### config.mk
export PLATFORM = sky130hd
export DESIGN_NAME = can_bridge_binary_rx_parser
export DESIGN_NICKNAME = d
export VERILOG_FILES = /design/src/cbrx_pkg.sv /design/src/cbrx_parser.sv /design/src/cbrx_out_stage.sv /design/src/can_bridge_binary_rx_parser.sv
export SDC_FILE = /design/constraint.sdc
export NUM_CORES = 1
export LEC_CHECK = 0
export BUFFER_PORTS_ARGS = -buffer_cell sky130_fd_sc_hd__buf_4
export CORE_UTILIZATION = 31
export CTS_BUF_LIST = sky130_fd_sc_hd__clkbuf_2 sky130_fd_sc_hd__clkbuf_4 sky130_fd_sc_hd__clkbuf_8
export CTS_CLUSTER_DIAMETER = 60
export DETAILED_ROUTE_END_ITERATION = 6
export MAX_ROUTING_LAYER = met4
export PLACE_DENSITY = 0.56
export SLEW_MARGIN = 10
export SYNTH_ARGS = -nofsm -noshare
export SYNTH_HDL_FRONTEND = slang
export SYNTH_SLANG_ARGS = --single-unit
export TNS_END_PERCENT = 20
### constraint.sdc
create_clock -name aclk -period 24.6 [get_ports aclk]
set_clock_uncertainty 0.15 [all_clocks]
set_input_delay 4.92 -clock aclk [delete_from_list [all_inputs] [get_ports aclk]]
set_output_delay 4.92 -clock aclk [all_outputs]
set_load 0.01 [all_outputs]
### src/cbrx_pkg.sv
// ============================================================================
// cbrx_pkg
// Shared types and protocol codes for the CAN bridge binary receive parser.
// ============================================================================
`default_nettype none

package cbrx_pkg;

    // protocol framing
    localparam logic [7:0] START_BYTE   = 8'hF1;

    // command bytes that follow the start byte
    localparam logic [7:0] CMD_FRAME    = 8'd0;
    localparam logic [7:0] CMD_SYNC     = 8'd1;
    localparam logic [7:0] CMD_DIG      = 8'd2;
    localparam logic [7:0] CMD_ANALOG   = 8'd3;
    localparam logic [7:0] CMD_NOP_A    = 8'd4;
    localparam logic [7:0] CMD_NOP_B    = 8'd5;
    localparam logic [7:0] CMD_PARAMS   = 8'd6;
    localparam logic [7:0] CMD_INFO     = 8'd7;
    localparam logic [7:0] CMD_VALIDATE = 8'd9;

    // result kinds
    localparam logic [2:0] KIND_FRAME    = 3'd0;
    localparam logic [2:0] KIND_SYNC     = 3'd1;
    localparam logic [2:0] KIND_PARAMS   = 3'd2;
    localparam logic [2:0] KIND_INFO     = 3'd3;
    localparam logic [2:0] KIND_VALIDATE = 3'd4;

    // configuration register indexes
    localparam logic CFG_ADDR_CAPTURE = 1'b0;
    localparam logic CFG_ADDR_TARGET  = 1'b1;

    // width of the packed result data bus (padded to whole bytes)
    localparam int RES_DATA_W = 232;

    typedef struct packed {
        logic        capture_enable;
        logic [31:0] target_id;
    } cfg_t;

    typedef struct packed {
        logic [2:0]  kind;
        logic [31:0] timestamp;
        logic [30:0] frame_id;
        logic        extended;
        logic [3:0]  data_len;
        logic [3:0]  bus_num;
        logic [63:0] payload;
        logic        target_hit;
        logic [31:0] baud0;
        logic [31:0] baud1;
        logic [15:0] build_number;
        logic [7:0]  single_wire;
    } result_t;

endpackage

`default_nettype wire

### src/cbrx_parser.sv
// ============================================================================
// cbrx_parser
// Byte-wise message parser: state and field accumulators, one byte per cycle
// when byte_fire is high; a finished message's result forms in the same cycle.
// ============================================================================
`default_nettype none

module cbrx_parser
    import cbrx_pkg::*;
#(
    parameter int MAX_DATA_BYTES = 8
) (
    input  wire logic       aclk,
    input  wire logic       aresetn,
    input  wire logic       byte_fire,
    input  wire logic [7:0] rx_byte,
    input  wire cfg_t       cfg,
    output logic            res_push,
    output result_t         res
);

    localparam int IDX_W = (MAX_DATA_BYTES > 1) ? $clog2(MAX_DATA_BYTES) : 1;
    localparam logic [3:0] MAX_LEN = 4'(MAX_DATA_BYTES);

    // parser states
    localparam logic [2:0] ST_IDLE   = 3'd0;
    localparam logic [2:0] ST_CMD    = 3'd1;
    localparam logic [2:0] ST_FRAME  = 3'd2;
    localparam logic [2:0] ST_SYNC   = 3'd3;
    localparam logic [2:0] ST_DIG    = 3'd4;
    localparam logic [2:0] ST_ANALOG = 3'd5;
    localparam logic [2:0] ST_PARAMS = 3'd6;
    localparam logic [2:0] ST_INFO   = 3'd7;

    logic [2:0]  state_reg,  state_next;
    logic [4:0]  step_reg,   step_next;
    logic [31:0] stamp_reg,  stamp_next;
    logic [30:0] ident_reg,  ident_next;
    logic        ext_reg,    ext_next;
    logic [3:0]  len_reg,    len_next;
    logic [3:0]  bus_reg,    bus_next;
    logic [7:0]  en0_reg,    en0_next;
    logic [7:0]  en1_reg,    en1_next;
    logic [31:0] baud0_reg,  baud0_next;
    logic [31:0] baud1_reg,  baud1_next;
    logic [15:0] build_reg,  build_next;
    logic [31:0] sync_reg,   sync_next;

    logic [7:0]  store_reg [MAX_DATA_BYTES];
    logic        store_we;
    logic [4:0]  store_off;
    logic [IDX_W-1:0] store_idx;

    logic [63:0] payload;
    logic        res_valid;
    logic [5:0]  data_end;
    logic [1:0]  lane0;
    logic [1:0]  lane1;

    // length nibble, clipped to the store depth
    logic [3:0]  len_nib;

    assign store_off = step_reg - 5'd9;
    assign store_idx = store_off[IDX_W-1:0];
    assign data_end  = {2'b00, len_reg} + 6'd9;
    assign lane0     = 2'(step_reg - 5'd1);
    assign lane1     = 2'(step_reg - 5'd6);
    assign len_nib   = (rx_byte[3:0] > MAX_LEN) ? MAX_LEN : rx_byte[3:0];

    // pack stored data bytes; bytes past the store depth read as zero
    for (genvar gi = 0; gi < 8; gi++) begin : g_pack
        if (gi < MAX_DATA_BYTES) begin : g_used
            assign payload[8*gi +: 8] = store_reg[gi];
        end else begin : g_zero
            assign payload[8*gi +: 8] = 8'h00;
        end
    end

    // next state, field accumulation and result forming
    always_comb begin
        state_next = state_reg;
        step_next  = step_reg;
        stamp_next = stamp_reg;
        ident_next = ident_reg;
        ext_next   = ext_reg;
        len_next   = len_reg;
        bus_next   = bus_reg;
        en0_next   = en0_reg;
        en1_next   = en1_reg;
        baud0_next = baud0_reg;
        baud1_next = baud1_reg;
        build_next = build_reg;
        sync_next  = sync_reg;
        store_we   = 1'b0;
        res_valid  = 1'b0;
        res        = '0;

        case (state_reg)
            ST_IDLE: begin
                if (rx_byte == START_BYTE) begin
                    state_next = ST_CMD;
                end
            end
            ST_CMD: begin
                step_next = 5'd0;
                case (rx_byte)
                    CMD_FRAME:  state_next = ST_FRAME;
                    CMD_SYNC:   state_next = ST_SYNC;
                    CMD_DIG:    state_next = ST_DIG;
                    CMD_ANALOG: state_next = ST_ANALOG;
                    CMD_PARAMS: state_next = ST_PARAMS;
                    CMD_INFO:   state_next = ST_INFO;
                    CMD_NOP_A, CMD_NOP_B: begin
                        state_next = ST_IDLE;
                    end
                    CMD_VALIDATE: begin
                        state_next = ST_IDLE;
                        res_valid  = 1'b1;
                        res.kind   = KIND_VALIDATE;
                    end
                    default: begin
                        // unknown command: read the next byte as a command
                        step_next = step_reg;
                    end
                endcase
            end
            ST_FRAME: begin
                step_next = step_reg + 5'd1;
                if (step_reg <= 5'd3) begin
                    stamp_next[8*step_reg[1:0] +: 8] = rx_byte;
                end else if (step_reg <= 5'd6) begin
                    ident_next[8*step_reg[1:0] +: 8] = rx_byte;
                end else if (step_reg == 5'd7) begin
                    ident_next[30:24] = rx_byte[6:0];
                    ext_next          = rx_byte[7];
                end else if (step_reg == 5'd8) begin
                    len_next = len_nib;
                    bus_next = rx_byte[7:4];
                end else if ({1'b0, step_reg} < data_end) begin
                    store_we = 1'b1;
                end else begin
                    // trailer byte closes the frame
                    state_next = ST_IDLE;
                    if (cfg.capture_enable) begin
                        res_valid      = 1'b1;
                        res.kind       = KIND_FRAME;
                        res.timestamp  = stamp_reg;
                        res.frame_id   = ident_reg;
                        res.extended   = ext_reg;
                        res.data_len   = len_reg;
                        res.bus_num    = bus_reg;
                        res.payload    = payload;
                        res.target_hit = ({1'b0, ident_reg} == cfg.target_id);
                    end
                end
            end
            ST_SYNC: begin
                step_next = step_reg + 5'd1;
                sync_next[8*step_reg[1:0] +: 8] = rx_byte;
                if (step_reg >= 5'd3) begin
                    state_next    = ST_IDLE;
                    res_valid     = 1'b1;
                    res.kind      = KIND_SYNC;
                    res.timestamp = {rx_byte, sync_reg[23:0]};
                end
            end
            ST_DIG: begin
                step_next = step_reg + 5'd1;
                if (step_reg >= 5'd1) begin
                    state_next = ST_IDLE;
                end
            end
            ST_ANALOG: begin
                step_next = step_reg + 5'd1;
                if (step_reg >= 5'd8) begin
                    state_next = ST_IDLE;
                end
            end
            ST_PARAMS: begin
                step_next = step_reg + 5'd1;
                if (step_reg == 5'd0) begin
                    en0_next = rx_byte;
                end else if (step_reg <= 5'd4) begin
                    baud0_next[8*lane0 +: 8] = rx_byte;
                end else if (step_reg == 5'd5) begin
                    en1_next = rx_byte;
                end else begin
                    baud1_next[8*lane1 +: 8] = rx_byte;
                    if (step_reg >= 5'd9) begin
                        state_next = ST_IDLE;
                        res_valid  = 1'b1;
                        res.kind   = KIND_PARAMS;
                        // a disabled bus reports a zero rate
                        if (en0_reg == 8'h00) begin
                            baud0_next = '0;
                        end else begin
                            res.baud0 = baud0_reg;
                        end
                        if (en1_reg == 8'h00) begin
                            baud1_next = '0;
                        end else begin
                            res.baud1 = {rx_byte, baud1_reg[23:0]};
                        end
                    end
                end
            end
            ST_INFO: begin
                step_next = step_reg + 5'd1;
                if (step_reg == 5'd0) begin
                    build_next[7:0] = rx_byte;
                end else if (step_reg == 5'd1) begin
                    build_next[15:8] = rx_byte;
                end else if (step_reg >= 5'd5) begin
                    state_next       = ST_IDLE;
                    res_valid        = 1'b1;
                    res.kind         = KIND_INFO;
                    res.build_number = build_reg;
                    res.single_wire  = rx_byte;
                end
            end
            default: begin
                state_next = ST_IDLE;
            end
        endcase
    end

    assign res_push = byte_fire & res_valid;

    // control state
    always_ff @(posedge aclk) begin
        if (!aresetn) begin
            state_reg <= ST_IDLE;
            step_reg  <= '0;
        end else if (byte_fire) begin
            state_reg <= state_next;
            step_reg  <= step_next;
        end
    end

    // field accumulators, each written before it is read
    always_ff @(posedge aclk) begin
        if (byte_fire) begin
            stamp_reg <= stamp_next;
            ident_reg <= ident_next;
            ext_reg   <= ext_next;
            len_reg   <= len_next;
            bus_reg   <= bus_next;
            en0_reg   <= en0_next;
            en1_reg   <= en1_next;
            baud0_reg <= baud0_next;
            baud1_reg <= baud1_next;
            build_reg <= build_next;
            sync_reg  <= sync_next;
        end
    end

    // data bytes; old bytes show in the payload, so they reset to zero
    always_ff @(posedge aclk) begin
        if (!aresetn) begin
            for (int i = 0; i < MAX_DATA_BYTES; i++) begin
                store_reg[i] <= 8'h00;
            end
        end else if (byte_fire && store_we) begin
            store_reg[store_idx] <= rx_byte;
        end
    end

endmodule

`default_nettype wire

### src/cbrx_out_stage.sv
// ============================================================================
// cbrx_out_stage
// Result register with a skid entry; ready toward the parser is registered.
// ============================================================================
`default_nettype none

module cbrx_out_stage
    import cbrx_pkg::*;
(
    input  wire logic    aclk,
    input  wire logic    aresetn,
    input  wire logic    push,
    input  wire result_t push_data,
    output logic         push_ready,
    output logic         out_valid,
    input  wire logic    out_ready,
    output result_t      out_data
);

    logic    main_valid_reg;
    logic    skid_valid_reg;
    result_t main_reg;
    result_t skid_reg;
    logic    out_fire;

    assign out_fire   = main_valid_reg & out_ready;
    assign push_ready = ~skid_valid_reg;
    assign out_valid  = main_valid_reg;
    assign out_data   = main_reg;

    // valid flags
    always_ff @(posedge aclk) begin
        if (!aresetn) begin
            main_valid_reg <= 1'b0;
            skid_valid_reg <= 1'b0;
        end else if (skid_valid_reg) begin
            if (out_fire) begin
                skid_valid_reg <= 1'b0;
            end
        end else if (push) begin
            if (main_valid_reg && !out_fire) begin
                skid_valid_reg <= 1'b1;
            end else begin
                main_valid_reg <= 1'b1;
            end
        end else if (out_fire) begin
            main_valid_reg <= 1'b0;
        end
    end

    // result data
    always_ff @(posedge aclk) begin
        if (skid_valid_reg) begin
            if (out_fire) begin
                main_reg <= skid_reg;
            end
        end else if (push) begin
            if (main_valid_reg && !out_fire) begin
                skid_reg <= push_data;
            end else begin
                main_reg <= push_data;
            end
        end
    end

endmodule

`default_nettype wire

### src/can_bridge_binary_rx_parser.sv
// ============================================================================
// can_bridge_binary_rx_parser
// Receive-side parser for a CAN bridge binary serial protocol: frames, time
// sync, bus parameters, device info and validation replies.
// ============================================================================
//
//  Channel   Dir  Ports                         Request
//  --------  ---  ----------------------------  ---------------------------
//  s_        in   s_tvalid s_tready s_tdata     one received byte
//  m_        out  m_tvalid m_tready m_tdata     one parsed message
//                 m_tuser                       (kind in m_tuser)
//  cfg_      in   cfg_we cfg_addr cfg_wdata     register write, no read-back
//
//  One byte is taken per cycle while s_tready is high; the result of a
//  completed message is registered as its last byte is taken and shows on m_.
//  The byte path is the parser state register plus one level of decode.
//  s_tready falls only when both the result register and its skid entry
//  are full, i.e. after m_tready has been low with a result held.
//  Reset is synchronous, active low; the first byte is taken right after.
//
`default_nettype none

module can_bridge_binary_rx_parser
    import cbrx_pkg::*;
#(
    parameter int MAX_DATA_BYTES = 8
) (
    input  wire logic                  aclk,
    input  wire logic                  aresetn,
    // input byte stream
    input  wire logic                  s_tvalid,
    output logic                       s_tready,
    input  wire logic [7:0]            s_tdata,   // [7:0] rx_byte
    // parsed results
    output logic                       m_tvalid,
    input  wire logic                  m_tready,
    // [31:0] timestamp, [62:32] frame_id, [63] extended, [67:64] data_len,
    // [71:68] bus_num, [135:72] payload, [136] target_hit, [168:137] baud0,
    // [200:169] baud1, [216:201] build_number, [224:217] single_wire,
    // [231:225] zero
    output logic [RES_DATA_W-1:0]      m_tdata,
    output logic [2:0]                 m_tuser,   // [2:0] kind
    // configuration writes
    input  wire logic                  cfg_we,
    input  wire logic                  cfg_addr,
    input  wire logic [31:0]           cfg_wdata
);

    logic    capture_reg;
    logic [31:0] target_reg;
    cfg_t    cfg;
    logic    byte_fire;
    logic    res_push;
    result_t res;
    result_t out_res;

    // configuration registers
    always_ff @(posedge aclk) begin
        if (!aresetn) begin
            capture_reg <= 1'b1;
            target_reg  <= '1;
        end else if (cfg_we) begin
            case (cfg_addr)
                CFG_ADDR_CAPTURE: capture_reg <= cfg_wdata[0];
                CFG_ADDR_TARGET:  target_reg  <= cfg_wdata;
                default: ;
            endcase
        end
    end

    assign cfg.capture_enable = capture_reg;
    assign cfg.target_id      = target_reg;
    assign byte_fire          = s_tvalid & s_tready;

    cbrx_parser #(
        .MAX_DATA_BYTES (MAX_DATA_BYTES)
    ) u_parser (
        .aclk      (aclk),
        .aresetn   (aresetn),
        .byte_fire (byte_fire),
        .rx_byte   (s_tdata),
        .cfg       (cfg),
        .res_push  (res_push),
        .res       (res)
    );

    cbrx_out_stage u_out (
        .aclk       (aclk),
        .aresetn    (aresetn),
        .push       (res_push),
        .push_data  (res),
        .push_ready (s_tready),
        .out_valid  (m_tvalid),
        .out_ready  (m_tready),
        .out_data   (out_res)
    );

    // pack result fields onto the bus
    assign m_tuser = out_res.kind;
    assign m_tdata = {7'd0,
                      out_res.single_wire,
                      out_res.build_number,
                      out_res.baud1,
                      out_res.baud0,
                      out_res.target_hit,
                      out_res.payload,
                      out_res.bus_num,
                      out_res.data_len,
                      out_res.extended,
                      out_res.frame_id,
                      out_res.timestamp};

    // ready drops only while a result is held on the output
    a_ready_needs_held: assert property (@(posedge aclk) disable iff (!aresetn)
        !s_tready |-> m_tvalid)
        else $error("input stalled with no result held");

    // frame length never exceeds the data store depth
    a_len_clipped: assert property (@(posedge aclk) disable iff (!aresetn)
        (m_tvalid && m_tuser == KIND_FRAME) |-> (m_tdata[67:64] <= 4'(MAX_DATA_BYTES)))
        else $error("frame length above store depth");

    // target hit belongs to frames only
    a_hit_frame_only: assert property (@(posedge aclk) disable iff (!aresetn)
        (m_tvalid && m_tdata[136]) |-> (m_tuser == KIND_FRAME))
        else $error("target hit on a non-frame result");

    // nothing comes out in the cycle after reset
    a_reset_empty: assert property (@(posedge aclk)
        (aresetn && $past(!aresetn)) |-> !m_tvalid)
        else $error("result valid right after reset");

endmodule

`default_nettype wire

== Yosys cells after proc, flatten, opt, wreduce, memory -nomap -nowiden ==
Memory sizes are Yosys's and may differ from the RTL's.
Index checks and enable logic that the tools add are counted.

* Output and inout bits: 237
* RAM bits: 64
* Memories kept: 1
* Logic and storage cells: 261
* Register bits after elaboration: 699

{| class="wikitable"
|+ Memory list
! name !! words !! bits a word !! read ports !! clocked after Yosys merged registers in !! write ports !! line !! RTL
|-
| u_parser.store_reg || 8 || 8 || 8 || 0 || 8 || cbrx_parser.sv:49 || <nowiki>logic [7:0] store_reg [MAX_DATA_BYTES];</nowiki>
|}

* Muxes and demuxes: 101
* Add/subtract/negate cells: 8
* Reductions and logical operators: 36
* Bitwise gates (word level): 11
* Shifts and indexed selects: 8
* Equality and inequality tests: 43
* Magnitude comparators: 10

{| class="wikitable"
|+ Operators by type and width
! operator !! count
|-
| 2-to-1 mux 228 bit || 4
|-
| 2-to-1 mux 140 bit || 5
|-
| 2-to-1 mux 64 bit || 5
|-
| 2-to-1 mux 32 bit || 7
|-
| 2-to-1 mux 137 bit || 1
|-
| bitwise mux 32 bit || 4
|-
| 2-to-1 mux 105 bit || 1
|-
| negator 5 -> 34 bit || 3
|-
| variable shift 8 x 34 -> 32 bit, first input constant || 3
|-
| indexed part select 8 x 34 -> 32 bit || 3
|-
| 2-to-1 mux 24 bit || 4
|-
| 2-to-1 mux 3 bit || 23
|-
| case mux 32 bit (2 select lines) || 1
|-
| variable shift 8 x 34 -> 31 bit, first input constant || 1
|-
| indexed part select 8 x 34 -> 31 bit || 1
|-
| 2-to-1 mux 1 bit || 33
|-
| 2-to-1 mux 33 bit || 1
|-
| == test 31 x 32 -> 1 bit || 1
|-
| == test 8 x 3 -> 1 bit, second input constant || 4
|-
| bitwise mux 31 bit || 1
|-
| != test 2 bit, second input constant || 13
|-
| logical NOT 8 bit || 3
|-
| case mux 3 bit (8 select lines) || 1
|-
| case mux 3 bit (7 select lines) || 1
|-
| other kinds (49) || 93
|}

== Logic depth before layout (Yosys ltp) ==
* Depth after elaboration: 14
* Depth in mapped cells: 10
* Gate-level depth less buffers: 8

== Cells and area by module ==
A second synthesis with hierarchy kept.

* Cell total of the unflattened synthesis: 1918
* Area, all modules: 31392.6 um^2

{| class="wikitable"
|+ Modules (own cells, without submodules)
! module !! area an instance (um^2) !! cells an instance !! times used !! seq. area each (um^2)
|-
| cbrx_out_stage || 17252.8 || 724 || 1 || 13733.2
|-
| cbrx_parser || 12607.1 || 1035 || 1 || 7607.3
|-
| can_bridge_binary_rx_parser || 1532.7 || 159 || 1 || 660.6
|}

== Least setup slack after synthesis ==
Ideal clock, no wire load.

* Kind: input -> register
* Start: in s_tdata[5]
* End: reg u_out.skid_reg[0] in the netlist's numbering (enable)
* Setup slack: 0.991 ns
* Stages on the path: 5
* Arrival: 22.312 ns
* Library setup time: 1.147 ns
* Data required time: 23.303 ns
* Cells stage by stage: nor4_2 > nand4_1 > o311ai_0 > o21ai_0 > nor3b_1

* Word-level cells in the longest chain between the ends: 5

{| class="wikitable"
|+ RTL lines
! what !! line !! RTL
|-
| start, declared || can_bridge_binary_rx_parser.sv:33 || <nowiki>input wire logic [7:0] s_tdata,</nowiki>
|-
| == test 8 x 4 -> 1 bit || cbrx_parser.sv:106 || <nowiki>case (rx_byte)</nowiki>
|-
| 2-to-1 mux 1 bit || cbrx_parser.sv:106 ||
|-
| case mux 1 bit (5 select lines) || cbrx_parser.sv:98 || <nowiki>case (state_reg)</nowiki>
|-
| bitwise AND 1 bit || cbrx_parser.sv:227 || <nowiki>assign res_push = byte_fire & res_valid;</nowiki>
|-
| AND reduction 3 bit (no line) || - ||
|-
| end signal, assigned || cbrx_out_stage.sv:59 || <nowiki>skid_reg <= push_data;</nowiki>
|-
| end, declared || cbrx_out_stage.sv:23 || <nowiki>result_t skid_reg;</nowiki>
|}

Every way passes these cells.
A chain may end at the register's enable or synchronous reset.

== Worst setup path in the final report ==
* Start: in s_tdata[4]
* End: reg u_out.skid_reg[120] in the netlist's numbering (enable)

The elaborated chain is that of the path after synthesis.

==> metrics <==
critical path arrival 8400 ps; first-pass GRT wire length roughly 110000 um; 1st-iter DRT viols 1247; Final Cycle Share 33.39%; Worst Max-Slew Pin Slew between 1000 and 1500 ps; EDFF count, synth 704; slew margin rel. 17.16%; clock share of power a little over two fifths; most instantiated library cell after synthesis edfxtp_1; largest net degree at the start of global routing 163; Fin Setup TNS 0 ps; Die Span Y 313.8 um; switching fraction of total power between 20% and 30%; CTS clk-pin slew, worst paths 70 ps; Worst Setup End Kind register; hpwl dp 50630 um; via count ~17k; vias in the first global route about 17k; RePlAce Congestion 0.8311; Syn-to-layout area delta 19.24%; crit path time final 8215 ps; post-synth top area share between 70% and 80%; clk root buf clkbuf_8; CTS tree yes; WL final between 70000 and 80000 um; Post-DRT Antenna Nets 0; flop and latch count out of synthesis 747; num ports 283; initial antenna violation count 7; Setup crit end u_out.skid_reg[120]; startpoint types input port; maxcap violations 0; Leak between 10 and 15 nW; Worst R2R Start u_parser.step_reg[1]; Crit Path Category input port to register; remaining global-route overflow 0; Row Count 113; Die W 313.8 um; unrepaired setup endpoints after global routing no; Crit Path Max Fanout 70; Synth area leaders edfxtp_1 (70%), mux2_2 (8.5%), and2_1 (5.2%); reg2reg setup slack 19320 ps; CTS Hold Bufs 0; Num CTS Buffers 116; Max clock buf depth 3; I/O Buffers approximately 280; Sink Count 747; Resized Gates After CTS 0; H-tree Lvls 3; wire per inst 21.61 um; vias per cell 4.713; Async SR Flop Fraction 0%; fraction of layout cells with a size suffix above 1 32.01%; r2r worst-path depth 9; CP startpoint s_tdata[4]; pwr/cell area approximately 70 mW/mm2; worst flop-to-flop path endpoint u_out.skid_reg[120]; Yosys Warn Count 0; dominant synthesized flop cell edfxtp_1; Reg power frac 55.3%; die area roughly 0.098 mm2; Hold WC Path Type register to register; Internal 1.966 mW; Critical Path RT 24790 ps; Net Switching 547.4 uW; GRT Overall Usage 15.91%; CORE AREA 0.09558 mm2; later-pin clock latency in the skew report between 700 and 800 ps; Seq/Total Area, Yosys 73.02%; Netlist Area Pre-Place roughly 0.030 mm2; fmax 121.7 MHz; Max IR drop VDD 43.46 uV; area leader, netlist edfxtp_1; DRC 0; DR pass1 iterations 5; setup violators final 0; Logic pwr share 2.1%; Yosys cell types 64; Initial Util 31.52%; Hold WS 330.5 ps; Slew Viols, Final 0; status complete, no violations; final net count around 2.3k; post-CTS setup buffer count 0; Avg Cell Area, Syn 15.73 um2; Fin. Hold Viols 0; synth cell count leaders edfxtp_1 (704), and2_1 (250), mux2_2 (227), nand2_1 (97), clkbuf_1 (91); Synth Instances 1915
## critical path, stage by stage
cell and delay [ps]:
buf_4 260, nor4_2 460, nand4_1 230, o311ai_0 210, o21ai_0 280, nor3b_2 260, buf_4 730, buf_4 820
## final cells by class
type | instances | area (um2)
repair buffers | 295 | 2227
inverters | 12 | 52.55
diodes | 5 | 12.51
fillers | 9067 | 59650
multi-input cells | 1045 | 7661
flip-flops and latches | 747 | 22000
clock buffers | 150 | 1864
clock inverters | 66 | 524.3
well taps | 1265 | 1583
## how the worst min path moves through the flow
stage | startpoint | slack (ps) | end | cells past startpoint
4_1_cts | target_reg[18] | 330 | target_reg[18] | 2
3_3_place_gp | target_reg[31] | 320 | target_reg[31] | 2
2_1_floorplan | target_reg[31] | 290 | target_reg[31] | 2
3_5_place_dp | target_reg[18] | 320 | target_reg[18] | 2
5_1_grt | target_reg[27] | 350 | target_reg[27] | 2
6_report | target_reg[27] | 330 | target_reg[27] | 2
## logic make-up (layout without fill, tap and decap cells)
group,count (synthesis),count (layout),synth area share (%)
other,1,12,0.01245
AOI/OAI and AO/OA,143,143,3.546
xor gates and xnor gates,37,37,1.076
and+or+nand+nor,616,616,11.47
DFF,747,747,73.02
muxes,229,229,8.550
buffers and inverters,129,523,1.790
adders and majority gates,13,13,0.5399
## cells in the final DEF (no fill, tap or decap), drive strengths merged, types with 3 or more instances in the layout
cell / count
nor3b: 5
a21oi: 36
nand3: 52
nand2: 97
mux2: 227
o211ai: 4
conb: 7
a22o: 62
buf: 295
inv: 17
and2: 250
or3: 7
clkbuf: 150
diode: 5
nor4: 27
nor2b: 32
o21ai: 13
o2111ai: 3
o31ai: 3
ha: 13
xnor2: 3
clkinv: 54
or4: 4
nand4: 5
nor2: 68
xor2: 34
bufinv: 6
dfxtp: 43
edfxtp: 704
and3: 16
nand2b: 19
nor3: 21
## power by group through the flow
| stage | Clock [mW] | Sequential (mW) | Combinational [mW] |
|---|---|---|---|
| 3_5_place_dp | 0 | 1.42 | 0.0529 |
| 3_3_place_gp | 0 | 1.42 | 0.0521 |
| 4_1_cts | 1.10 | 1.39 | 0.0532 |
| 2_1_floorplan | 0 | 1.41 | 0.0306 |
| 5_1_grt | 1.15 | 1.39 | 0.0574 |
| 6_report | 1.07 | 1.39 | 0.0534 |
## per-stage QoR
| stage | setup slack, ps | std cells | instance area, um2 | util [%] | power, mW |
|---|---|---|---|---|---|
| floorplan | 990.7 | 1921 | 30150 | - | 1.444 |
| global placement | 15730 | 3364 | 33510 | 35.07 | 1.469 |
| detailed placement | 15690 | 3364 | 33510 | 35.07 | 1.470 |
| CTS | 16470 | 3580 | 35900 | 37.56 | 2.543 |
| global route | 16060 | 3585 | 35930 | 37.59 | 2.599 |
| finish | 16390 | 3585 | 35930 | 37.59 | 2.513 |
## layer usage
metal / track usage [%] / up-vias / part of all wire [%]
met5: - / - / 0
met4: 5.266 / 0 / 2.5
met3: 3.002 / 136 / 4.9
met2: 24.81 / 476 / 48
met1: 20.82 / 8535 / 45
li1: - / 7750 / -
(Power assumes the default switching activity.)
